File: src/rtl/core/awsu_pkg.sv
// Package for the adaptive width sample unpacker: payload types, codes, escape tables.
package awsu_pkg;

   typedef struct packed {
      logic [1:0] func;
      logic [7:0] table_index;
      logic [7:0] table_value;
      logic [7:0] packed_byte;
   } req_payload_type;

   typedef struct packed {
      logic [15:0] sample;
      logic [1:0]  kind;
      logic        last;
   } rsp_payload_type;

   typedef enum logic [3:0] {
      ST_IDLE,
      ST_CODE,
      ST_FETCH,
      ST_SHIFT,
      ST_EVAL,
      ST_XLATE,
      ST_CALC,
      ST_EMIT,
      ST_FINISH
   } state_type;

   typedef enum logic [1:0] {
      PH_Y,
      PH_Z,
      PH_H,
      PH_E
   } phase_type;

   localparam logic [1:0] FUNC_TABLE = 2'd0;
   localparam logic [1:0] FUNC_DATA  = 2'd1;
   localparam logic [1:0] FUNC_BEGIN = 2'd2;

   localparam logic [1:0] KIND_SAMPLE    = 2'd0;
   localparam logic [1:0] KIND_END       = 2'd1;
   localparam logic [1:0] KIND_BAD_WIDTH = 2'd2;

   localparam logic [1:0] CSR_WIDE  = 2'd0;
   localparam logic [1:0] CSR_DELTA = 2'd1;
   localparam logic [1:0] CSR_ABS   = 2'd2;
   localparam logic [1:0] CSR_START = 2'd3;

   localparam int unsigned TABLE_DEPTH = 256;
   localparam int unsigned TABLE_WIDTH = 8;

   localparam logic [3:0]  MAX_RESULTS    = 4'd8;
   localparam logic [3:0]  BAD_WIDTH_MIN  = 4'd8;
   localparam logic [15:0] BASE_WIDE      = 16'hFFF0;
   localparam logic [15:0] BASE_NARROW    = 16'h00F8;
   localparam logic [15:0] FULL_WIDE      = 16'hFFFF;
   localparam logic [15:0] FULL_NARROW    = 16'h00FF;
   localparam logic [15:0] SIGN_FLIP      = 16'h8000;
   localparam logic [3:0]  LIT_MAX_WIDE   = 4'hF;
   localparam logic [3:0]  LIT_MAX_NARROW = 4'h7;
   localparam logic [4:0]  LIT_LEN_WIDE   = 5'd4;
   localparam logic [4:0]  LIT_LEN_NARROW = 5'd3;
   localparam logic [3:0]  WIDTH_MASK_WIDE   = 4'hF;
   localparam logic [3:0]  WIDTH_MASK_NARROW = 4'h7;

   localparam logic [15:0] THR_WIDE [16] = '{
      16'h0001, 16'h0003, 16'h0007, 16'h000F, 16'h001E, 16'h003C, 16'h0078, 16'h00F0,
      16'h01F0, 16'h03F0, 16'h07F0, 16'h0FF0, 16'h1FF0, 16'h3FF0, 16'h7FF0, 16'hFFF0
   };
   localparam logic [2:0] EXT_WIDE [16] = '{
      3'd4, 3'd4, 3'd4, 3'd4, 3'd3, 3'd2, 3'd1, 3'd0,
      3'd0, 3'd0, 3'd0, 3'd0, 3'd0, 3'd0, 3'd0, 3'd0
   };
   localparam logic [15:0] THR_NARROW [8] = '{
      16'h0001, 16'h0003, 16'h0007, 16'h000F, 16'h001E, 16'h003C, 16'h0078, 16'h00F8
   };
   localparam logic [2:0] EXT_NARROW [8] = '{
      3'd3, 3'd3, 3'd3, 3'd3, 3'd2, 3'd1, 3'd0, 3'd0
   };

   function automatic logic [15:0] esc_thr(input logic wide, input logic [3:0] w);
      esc_thr = wide ? THR_WIDE[w] : THR_NARROW[w[2:0]];
   endfunction

   function automatic logic [2:0] esc_ext(input logic wide, input logic [3:0] w);
      esc_ext = wide ? EXT_WIDE[w] : EXT_NARROW[w[2:0]];
   endfunction

endpackage

File: src/rtl/core/adaptive_width_sample_unpacker.sv
// Adaptive width sample unpacker: bit-serial code decoder with byte table and delta.
// A code is shifted in bit by bit in up to four fields, each fetched and then evaluated.
// Table loads write the byte table; a bad width on a begin or data beat gives a flag result.
// A data beat decodes codes until bits run out or the result cap is hit; one beat at a time.
// A stalled result stalls decoding; each result waits in a pending register so the last one of a beat can be marked.
// Reset (synchronous, active high) clears state, mode, valid flags, bit store, count, width and delta.
module adaptive_width_sample_unpacker (
   input  logic                      clock,
   input  logic                      reset,
   input  logic                      req_valid,
   output logic                      req_ready,
   input  awsu_pkg::req_payload_type req_data,
   output logic                      rsp_valid,
   input  logic                      rsp_ready,
   output awsu_pkg::rsp_payload_type rsp_data,
   input  logic                      csr_valid,
   output logic                      csr_ready,
   input  logic [1:0]                csr_index,
   input  logic [3:0]                csr_data
);

   awsu_pkg::state_type       state_ff, state_in;
   awsu_pkg::phase_type       phase_ff, phase_in;
   logic                      wide_ff, wide_in;
   logic                      delta_ff, delta_in;
   logic                      abs_ff, abs_in;
   logic [3:0]                start_ff, start_in;
   logic [31:0]               store_ff, store_in;
   logic [5:0]                count_ff, count_in;
   logic [3:0]                cw_ff, cw_in;
   logic [15:0]               prev_ff, prev_in;
   logic [5:0]                pos_ff, pos_in;
   logic [3:0]                rd_ff, rd_in;
   logic [4:0]                len_ff, len_in;
   logic [15:0]               acc_ff, acc_in;
   logic [15:0]               y_ff, y_in;
   logic [15:0]               x_ff, x_in;
   logic [3:0]                nres_ff, nres_in;
   logic [15:0]               res_sample_ff, res_sample_in;
   logic [1:0]                res_kind_ff, res_kind_in;
   logic                      pend_valid_ff, pend_valid_in;
   awsu_pkg::rsp_payload_type pend_ff, pend_in;
   logic                      rsp_valid_ff, rsp_valid_in;
   awsu_pkg::rsp_payload_type rsp_data_ff, rsp_data_in;

   logic        out_free;
   logic        req_fire;
   logic [15:0] thr;
   logic [2:0]  ext;
   logic [19:0] nb;
   logic [31:0] shifted_store;
   logic [5:0]  left_count;
   logic [5:0]  bit_idx;
   logic        cur_bit;
   logic [39:0] ins_word;
   logic [6:0]  need_end;
   logic [15:0] zig;
   logic [15:0] val_base;
   logic [15:0] val_sum;
   logic [15:0] val_out;
   logic [7:0]  ram_q;
   logic [3:0]  lit_max;
   logic [4:0]  lit_len;

   awsu_ram #(
      .WIDTH(awsu_pkg::TABLE_WIDTH),
      .DEPTH(awsu_pkg::TABLE_DEPTH)
   ) u_table (
      .clock  (clock),
      .wr_en  (req_fire && req_data.func == awsu_pkg::FUNC_TABLE),
      .wr_addr(req_data.table_index),
      .wr_data(req_data.table_value),
      .rd_addr(x_ff[7:0]),
      .rd_data(ram_q)
   );

   assign req_ready = (state_ff == awsu_pkg::ST_IDLE);
   assign req_fire  = req_valid && req_ready;
   assign csr_ready = 1'b1;
   assign rsp_valid = rsp_valid_ff;
   assign rsp_data  = rsp_data_ff;
   assign out_free  = !rsp_valid_ff || rsp_ready;

   always_comb begin
      thr           = awsu_pkg::esc_thr(wide_ff, cw_ff);
      ext           = awsu_pkg::esc_ext(wide_ff, cw_ff);
      nb            = ({4'd0, y_ff - thr} << ext) | {16'd0, acc_ff[3:0]};
      shifted_store = (pos_ff < 6'd32) ? (store_ff >> pos_ff[4:0]) : 32'd0;
      left_count    = count_ff - pos_ff;
      bit_idx       = pos_ff + {2'd0, rd_ff};
      cur_bit       = bit_idx[5] ? 1'b0 : store_ff[bit_idx[4:0]];
      ins_word      = {32'd0, req_data.packed_byte} << count_ff;
      need_end      = {1'b0, pos_ff} + {2'd0, len_ff};
      zig           = x_ff[0] ? ~{1'b0, x_ff[15:1]} : {1'b0, x_ff[15:1]};
      val_base      = wide_ff ? zig : {8'd0, ram_q};
      val_sum       = val_base + prev_ff;
      val_out       = delta_ff ? val_sum : val_base;
      if (wide_ff && !delta_ff && !abs_ff) begin
         val_out = val_out ^ awsu_pkg::SIGN_FLIP;
      end
      lit_max = wide_ff ? awsu_pkg::LIT_MAX_WIDE : awsu_pkg::LIT_MAX_NARROW;
      lit_len = wide_ff ? awsu_pkg::LIT_LEN_WIDE : awsu_pkg::LIT_LEN_NARROW;
   end

   always_comb begin
      state_in      = state_ff;
      phase_in      = phase_ff;
      wide_in       = wide_ff;
      delta_in      = delta_ff;
      abs_in        = abs_ff;
      start_in      = start_ff;
      store_in      = store_ff;
      count_in      = count_ff;
      cw_in         = cw_ff;
      prev_in       = prev_ff;
      pos_in        = pos_ff;
      rd_in         = rd_ff;
      len_in        = len_ff;
      acc_in        = acc_ff;
      y_in          = y_ff;
      x_in          = x_ff;
      nres_in       = nres_ff;
      res_sample_in = res_sample_ff;
      res_kind_in   = res_kind_ff;
      pend_valid_in = pend_valid_ff;
      pend_in       = pend_ff;
      rsp_valid_in  = rsp_valid_ff && !rsp_ready;
      rsp_data_in   = rsp_data_ff;

      if (csr_valid) begin
         case (csr_index)
            awsu_pkg::CSR_WIDE:  wide_in  = csr_data[0];
            awsu_pkg::CSR_DELTA: delta_in = csr_data[0];
            awsu_pkg::CSR_ABS:   abs_in   = csr_data[0];
            awsu_pkg::CSR_START: start_in = csr_data;
            default: ;
         endcase
      end

      case (state_ff)
         awsu_pkg::ST_IDLE: begin
            if (req_fire) begin
               case (req_data.func)
                  awsu_pkg::FUNC_BEGIN: begin
                     store_in = '0;
                     count_in = '0;
                     prev_in  = '0;
                     cw_in    = start_ff;
                     if (!wide_ff && start_ff >= awsu_pkg::BAD_WIDTH_MIN) begin
                        pend_in       = '{sample: '0, kind: awsu_pkg::KIND_BAD_WIDTH, last: 1'b1};
                        pend_valid_in = 1'b1;
                        state_in      = awsu_pkg::ST_FINISH;
                     end
                  end
                  awsu_pkg::FUNC_DATA: begin
                     if (!wide_ff && cw_ff >= awsu_pkg::BAD_WIDTH_MIN) begin
                        pend_in       = '{sample: '0, kind: awsu_pkg::KIND_BAD_WIDTH, last: 1'b1};
                        pend_valid_in = 1'b1;
                        state_in      = awsu_pkg::ST_FINISH;
                     end else begin
                        store_in = store_ff | ins_word[31:0];
                        count_in = count_ff + 6'd8;
                        nres_in  = '0;
                        state_in = awsu_pkg::ST_CODE;
                     end
                  end
                  default: ;
               endcase
            end
         end
         awsu_pkg::ST_CODE: begin
            if (nres_ff == awsu_pkg::MAX_RESULTS) begin
               state_in = awsu_pkg::ST_FINISH;
            end else begin
               phase_in = awsu_pkg::PH_Y;
               len_in   = {1'b0, cw_ff} + 5'd1;
               pos_in   = '0;
               state_in = awsu_pkg::ST_FETCH;
            end
         end
         awsu_pkg::ST_FETCH: begin
            acc_in = '0;
            if (len_ff == 5'd0) begin
               state_in = awsu_pkg::ST_EVAL;
            end else if (need_end > {1'b0, count_ff}) begin
               state_in = awsu_pkg::ST_FINISH;
            end else begin
               rd_in    = 4'(len_ff - 5'd1);
               state_in = awsu_pkg::ST_SHIFT;
            end
         end
         awsu_pkg::ST_SHIFT: begin
            acc_in = {acc_ff[14:0], cur_bit};
            if (rd_ff == 4'd0) begin
               pos_in   = need_end[5:0];
               state_in = awsu_pkg::ST_EVAL;
            end else begin
               rd_in = rd_ff - 4'd1;
            end
         end
         awsu_pkg::ST_EVAL: begin
            case (phase_ff)
               awsu_pkg::PH_Y: begin
                  if (acc_ff >= thr) begin
                     y_in     = acc_ff;
                     phase_in = awsu_pkg::PH_Z;
                     len_in   = {2'd0, ext};
                     state_in = awsu_pkg::ST_FETCH;
                  end else begin
                     store_in = shifted_store;
                     count_in = left_count;
                     x_in     = acc_ff;
                     state_in = awsu_pkg::ST_XLATE;
                  end
               end
               awsu_pkg::PH_Z: begin
                  if (nb != {16'd0, cw_ff}) begin
                     store_in = shifted_store;
                     count_in = left_count;
                     cw_in    = nb[3:0] & (wide_ff ? awsu_pkg::WIDTH_MASK_WIDE
                                                   : awsu_pkg::WIDTH_MASK_NARROW);
                     state_in = awsu_pkg::ST_CODE;
                  end else begin
                     phase_in = awsu_pkg::PH_H;
                     len_in   = lit_len;
                     state_in = awsu_pkg::ST_FETCH;
                  end
               end
               awsu_pkg::PH_H: begin
                  if (acc_ff[3:0] == lit_max) begin
                     phase_in = awsu_pkg::PH_E;
                     len_in   = 5'd1;
                     state_in = awsu_pkg::ST_FETCH;
                  end else begin
                     store_in = shifted_store;
                     count_in = left_count;
                     x_in     = (wide_ff ? awsu_pkg::BASE_WIDE : awsu_pkg::BASE_NARROW)
                                + {12'd0, acc_ff[3:0]};
                     state_in = awsu_pkg::ST_XLATE;
                  end
               end
               default: begin
                  store_in = shifted_store;
                  count_in = left_count;
                  if (acc_ff[0]) begin
                     res_sample_in = '0;
                     res_kind_in   = awsu_pkg::KIND_END;
                     state_in      = awsu_pkg::ST_EMIT;
                  end else begin
                     x_in     = wide_ff ? awsu_pkg::FULL_WIDE : awsu_pkg::FULL_NARROW;
                     state_in = awsu_pkg::ST_XLATE;
                  end
               end
            endcase
         end
         awsu_pkg::ST_XLATE: begin
            state_in = awsu_pkg::ST_CALC;
         end
         awsu_pkg::ST_CALC: begin
            if (delta_ff) begin
               prev_in = val_sum;
            end
            res_sample_in = wide_ff ? val_out : {8'd0, val_out[7:0]};
            res_kind_in   = awsu_pkg::KIND_SAMPLE;
            state_in      = awsu_pkg::ST_EMIT;
         end
         awsu_pkg::ST_EMIT: begin
            if (!pend_valid_ff || out_free) begin
               if (pend_valid_ff) begin
                  rsp_data_in  = '{sample: pend_ff.sample, kind: pend_ff.kind, last: 1'b0};
                  rsp_valid_in = 1'b1;
               end
               pend_in       = '{sample: res_sample_ff, kind: res_kind_ff, last: 1'b0};
               pend_valid_in = 1'b1;
               nres_in       = nres_ff + 4'd1;
               state_in      = awsu_pkg::ST_CODE;
            end
         end
         awsu_pkg::ST_FINISH: begin
            if (!pend_valid_ff) begin
               state_in = awsu_pkg::ST_IDLE;
            end else if (out_free) begin
               rsp_data_in   = '{sample: pend_ff.sample, kind: pend_ff.kind, last: 1'b1};
               rsp_valid_in  = 1'b1;
               pend_valid_in = 1'b0;
               state_in      = awsu_pkg::ST_IDLE;
            end
         end
         default: begin
            state_in = awsu_pkg::ST_IDLE;
         end
      endcase
   end

   always_ff @(posedge clock) begin
      if (reset) begin
         state_ff      <= awsu_pkg::ST_IDLE;
         wide_ff       <= 1'b0;
         delta_ff      <= 1'b0;
         abs_ff        <= 1'b0;
         start_ff      <= '0;
         store_ff      <= '0;
         count_ff      <= '0;
         cw_ff         <= '0;
         prev_ff       <= '0;
         nres_ff       <= '0;
         pend_valid_ff <= 1'b0;
         rsp_valid_ff  <= 1'b0;
      end else begin
         state_ff      <= state_in;
         wide_ff       <= wide_in;
         delta_ff      <= delta_in;
         abs_ff        <= abs_in;
         start_ff      <= start_in;
         store_ff      <= store_in;
         count_ff      <= count_in;
         cw_ff         <= cw_in;
         prev_ff       <= prev_in;
         nres_ff       <= nres_in;
         pend_valid_ff <= pend_valid_in;
         rsp_valid_ff  <= rsp_valid_in;
      end
      phase_ff      <= phase_in;
      pos_ff        <= pos_in;
      rd_ff         <= rd_in;
      len_ff        <= len_in;
      acc_ff        <= acc_in;
      y_ff          <= y_in;
      x_ff          <= x_in;
      res_sample_ff <= res_sample_in;
      res_kind_ff   <= res_kind_in;
      pend_ff       <= pend_in;
      rsp_data_ff   <= rsp_data_in;
   end

endmodule

File: src/rtl/core/awsu_ram.sv
// Generic single-write, single-read RAM with registered read data.
module awsu_ram #(
   parameter int unsigned WIDTH = 8,
   parameter int unsigned DEPTH = 256
) (
   input  logic                     clock,
   input  logic                     wr_en,
   input  logic [$clog2(DEPTH)-1:0] wr_addr,
   input  logic [WIDTH-1:0]         wr_data,
   input  logic [$clog2(DEPTH)-1:0] rd_addr,
   output logic [WIDTH-1:0]         rd_data
);

   logic [WIDTH-1:0] mem_ff [DEPTH];
   logic [WIDTH-1:0] rd_data_ff;

   always_ff @(posedge clock) begin
      if (wr_en) begin
         mem_ff[wr_addr] <= wr_data;
      end
      rd_data_ff <= mem_ff[rd_addr];
   end

   assign rd_data = rd_data_ff;

endmodule

File: config.mk
export PLATFORM = sky130hd
export DESIGN_NAME = adaptive_width_sample_unpacker
export DESIGN_NICKNAME = d
export VERILOG_FILES = /design/src/rtl/core/awsu_pkg.sv /design/src/rtl/core/adaptive_width_sample_unpacker.sv /design/src/rtl/core/awsu_ram.sv
export SDC_FILE = /design/constraint.sdc
export NUM_CORES = 2
export LEC_CHECK = 0
export BUFFER_PORTS_ARGS = -buffer_cell sky130_fd_sc_hd__buf_2
export CORE_MARGIN = 5
export CORE_UTILIZATION = 53
export DETAILED_ROUTE_END_ITERATION = 10
export HOLD_SLACK_MARGIN = 0.15
export PLACE_DENSITY = 0.65
export RECOVER_POWER = 25
export SKIP_CTS_REPAIR_TIMING = 1
export SLEW_MARGIN = 0
export SYNTH_ARGS = -nofsm -noshare
export SYNTH_HDL_FRONTEND = slang
export SYNTH_SLANG_ARGS = --single-unit
File: constraint.sdc
create_clock -name clock -period 7.7 [get_ports clock]
set_input_delay 0.77 -clock clock [delete_from_list [all_inputs] [get_ports clock]]
set_output_delay 0.77 -clock clock [all_outputs]
set_load 0.005 [all_outputs]
==> flow_summary.toml <==
[detailed_routing]
drtPass1Iterations = 6
drc = 0
ant_nets = 0
viasPerCell = 6.39
wirelength_mm = 224
vias = 47200
wl_per_cell_um = 30.4
drt_iter0_markers = 5165

[yosys]
netlist_area_um2 = 93100
mappedNetlistNets = 4912
ys_top_cells_by_area = "edfxtp_1 (70%), mux4_2 (17%), dfxtp_1 (1.8%)"
netlist_top_cells_count = "edfxtp_1 (2167), mux4_2 (700), nor2_1 (399)"
yosysMostFrequentCell = "edfxtp_1"
async_flop_share = 0
ys_seq_elements = 2250
synth_seq_area_share = 0.717
synth_edf_count = 2167
yosysWarnings = 0
ys_types = 95
yosys.area.top_type = "edfxtp_1"
synth_area_per_cell_um2 = 19.4
synthCells = 4786
synth_top_area_share = 0.699
synth_flop_cell = "edfxtp_1"

[die]
core_area_um2 = 174000
die-height_um = 429
initial_core_util = 0.534
io_pins = 59
rows = 153
die_w_um = 429
die_area_um2 = 184000

[setup_path]
slowest_delay_ns = 3.08
critPathCaptureType = "flip-flop"
path_common_cell = "clkbuf_1"
timing.rr.start = "cw_ff[2]"
crit_type = "in -> reg"
path_buf_inv = 2
cp_top_family = "buffers and inverters"
arrival_ns = 6.54
path_max_fanout = 93
crit_chain = "clkbuf_1, clkbuf_1"
crit_path_top_delay_cell = "clkbuf_1"
start_kind = "input port"
cp-startpoint = "req_data[13]"
required_ns = 7.86

[min_path]
min_from = "csr_data[3]"
hold_path_class = "in -> reg"

[layout]
fin_nets = 4989
n_fill_cell = 12700
area_growth_pct = 10.4
fin_util = 0.590
drive_gt1_frac = 0.239

[sta]
rsz0062_at_grt = "false"
fin_crit_sh = 0.830
period_minus_slack_ns = 6.39
setup-tns-final_ns = 0
setup_violations = 0
maxSlewHeadroom = -3.64
fmax_mhz = 157
hold_viol = 0
skew_ns = 0.0228
tightest_slew_ns = 6.95
slew_violations = 1015

[power_and_ir_drop]
vdd_drop_max_mv = 0.255
switching_share = 0.205
combPwrFrac = 0.021
switching_power_uw = 4960
p_int_uw = 19300
seq_power_share = 0.557
clkPwrFrac = 0.422
power_density_nw_per_um2 = 236
p_leak_uw = 0.0320

[global_routing]
antenna_found_initial = 8
grt_pass1_wl_mm = 330
track_usage = 0.243
grt_pass1_vias = 46900
overflow = 0
grt_max_degree = 175

[place]
gp_congestion = 0.868
portBuffers = 57
place_hpwl_mm = 134

[cts]
path_clk_slew_ns = 0.06
cts_htree_levels = 4
numCtsBuffers = 217
cts_root_buf = "clkbuf_16"
clockBufferDepth = 3
cts_tree = "yes"
clock-sinks = 2250
clk_latency_ns = 0.85

[outcome]
failed_checks = "capacitance limit, slew limit"
status = "finished with violations"

[flow_run]
drv_cap = 10
-- logic make-up after synthesis --
kind of cell | Yosys count | share of synthesized area
buf+inv | 331 | 0.0140
xor+xnor | 53 | 0.00499
simple gates | 810 | 0.0380
fa+ha+maj | 89 | 0.0124
compound gates | 476 | 0.0358
mux | 776 | 0.178
flops | 2250 | 0.717
other cells | 1 | 0.0000403
-- cell usage in the layout, fill, tap and decap left out, types with 18 or more instances in the layout --
| cell | count |
|---|---|
| buf_4 | 58 |
| a211oi_1 | 22 |
| dfxtp_1 | 83 |
| o22ai_1 | 19 |
| clkinv_2 | 38 |
| nor3_1 | 29 |
| buf_2 | 48 |
| clkbuf_1 | 71 |
| clkinv_1 | 52 |
| edfxtp_1 | 2167 |
| nand2_1 | 186 |
| xor2_1 | 19 |
| nand3_1 | 37 |
| nor2_1 | 399 |
| a21o_1 | 29 |
| mux2i_1 | 62 |
| o21ai_0 | 71 |
| xnor2_1 | 34 |
| inv_1 | 50 |
| and3_1 | 23 |
| clkbuf_16 | 219 |
| a31oi_1 | 26 |
| a211oi_2 | 18 |
| nor2b_1 | 20 |
| mux4_2 | 700 |
| a21oi_1 | 148 |
| ha_1 | 84 |
| and2_1 | 36 |
-- registers in the layout, indices dropped and copies added (netlist names), 2 cells and up --
signal / count
u_table.mem_ff: 2048
store_ff: 32
rsp_data: 19
pend_ff: 18
acc_ff: 16
prev_ff: 16
res_sample_ff: 16
x_ff: 16
y_ff: 16
u_table.rd_data: 8
count_ff: 6
pos_ff: 6
len_ff: 5
cw_ff: 4
nres_ff: 4
rd_ff: 4
start_ff: 4
state_ff: 4
phase_ff: 2
-- per-layer routing --
| layer | global-route usage | vias to the layer above | wire length (µm) |
|---|---|---|---|
| li1 | - | 19900 | - |
| met1 | 0.360 | 25100 | 94100 |
| met2 | 0.387 | 1860 | 110000 |
| met3 | 0.0384 | 281 | 15500 |
| met4 | 0.0554 | 2 | 4740 |
| met5 | 0 | - | 13 |
-- power by group through the flow --
| stage | clock [µW] | sequential [µW] | combinational (µW) |
|---|---|---|---|
| finish | 10200 | 13500 | 501 |
| global route | 10900 | 13500 | 536 |
| CTS | 10400 | 13500 | 503 |
| detailed placement | 0 | 13700 | 503 |
| global placement | 0 | 13700 | 488 |
| floorplan | 0 | 13700 | 193 |
-- layout make-up --
class | instances | area [µm²] | area share
clock buffers | 282 | 5740 | 0.0558
multi-input cells | 2205 | 25100 | 0.244
flip-flops and latches | 2250 | 66700 | 0.649
well taps | 2325 | 2910 | 0.0283
diodes | 4 | 10.0 | 0.0000974
repair buffers | 130 | 967 | 0.00941
clock inverters | 126 | 1080 | 0.0105
inverters | 59 | 226 | 0.00220
-- worst paths after layout --
check	cells past startpoint	slack (ns)	end
max	2	1.31	u_table.mem_ff[129][5]
min reg2reg	0	0.42	rsp_data[9]
min	3	0.16	start_ff[3]
max reg2reg	14	1.79	len_ff[3]
-- through the flow --
step / cell area [µm²] / power [µW] / std cells / setup slack, ns / hold slack [ns]
global placement: 96000 / 14200 / 6967 / 2.09 / 0.401
finish: 103000 / 24200 / 7381 / 1.31 / 0.161
detailed placement: 96000 / 14200 / 6967 / 1.97 / 0.408
global route: 103000 / 25000 / 7381 / 0.976 / 0.185
CTS: 103000 / 24400 / 7375 / 1.93 / 0.101
floorplan: 93100 / 13900 / 4786 / 2.18 / 0.400
No activity file was read; power rests on OpenSTA's default activity.
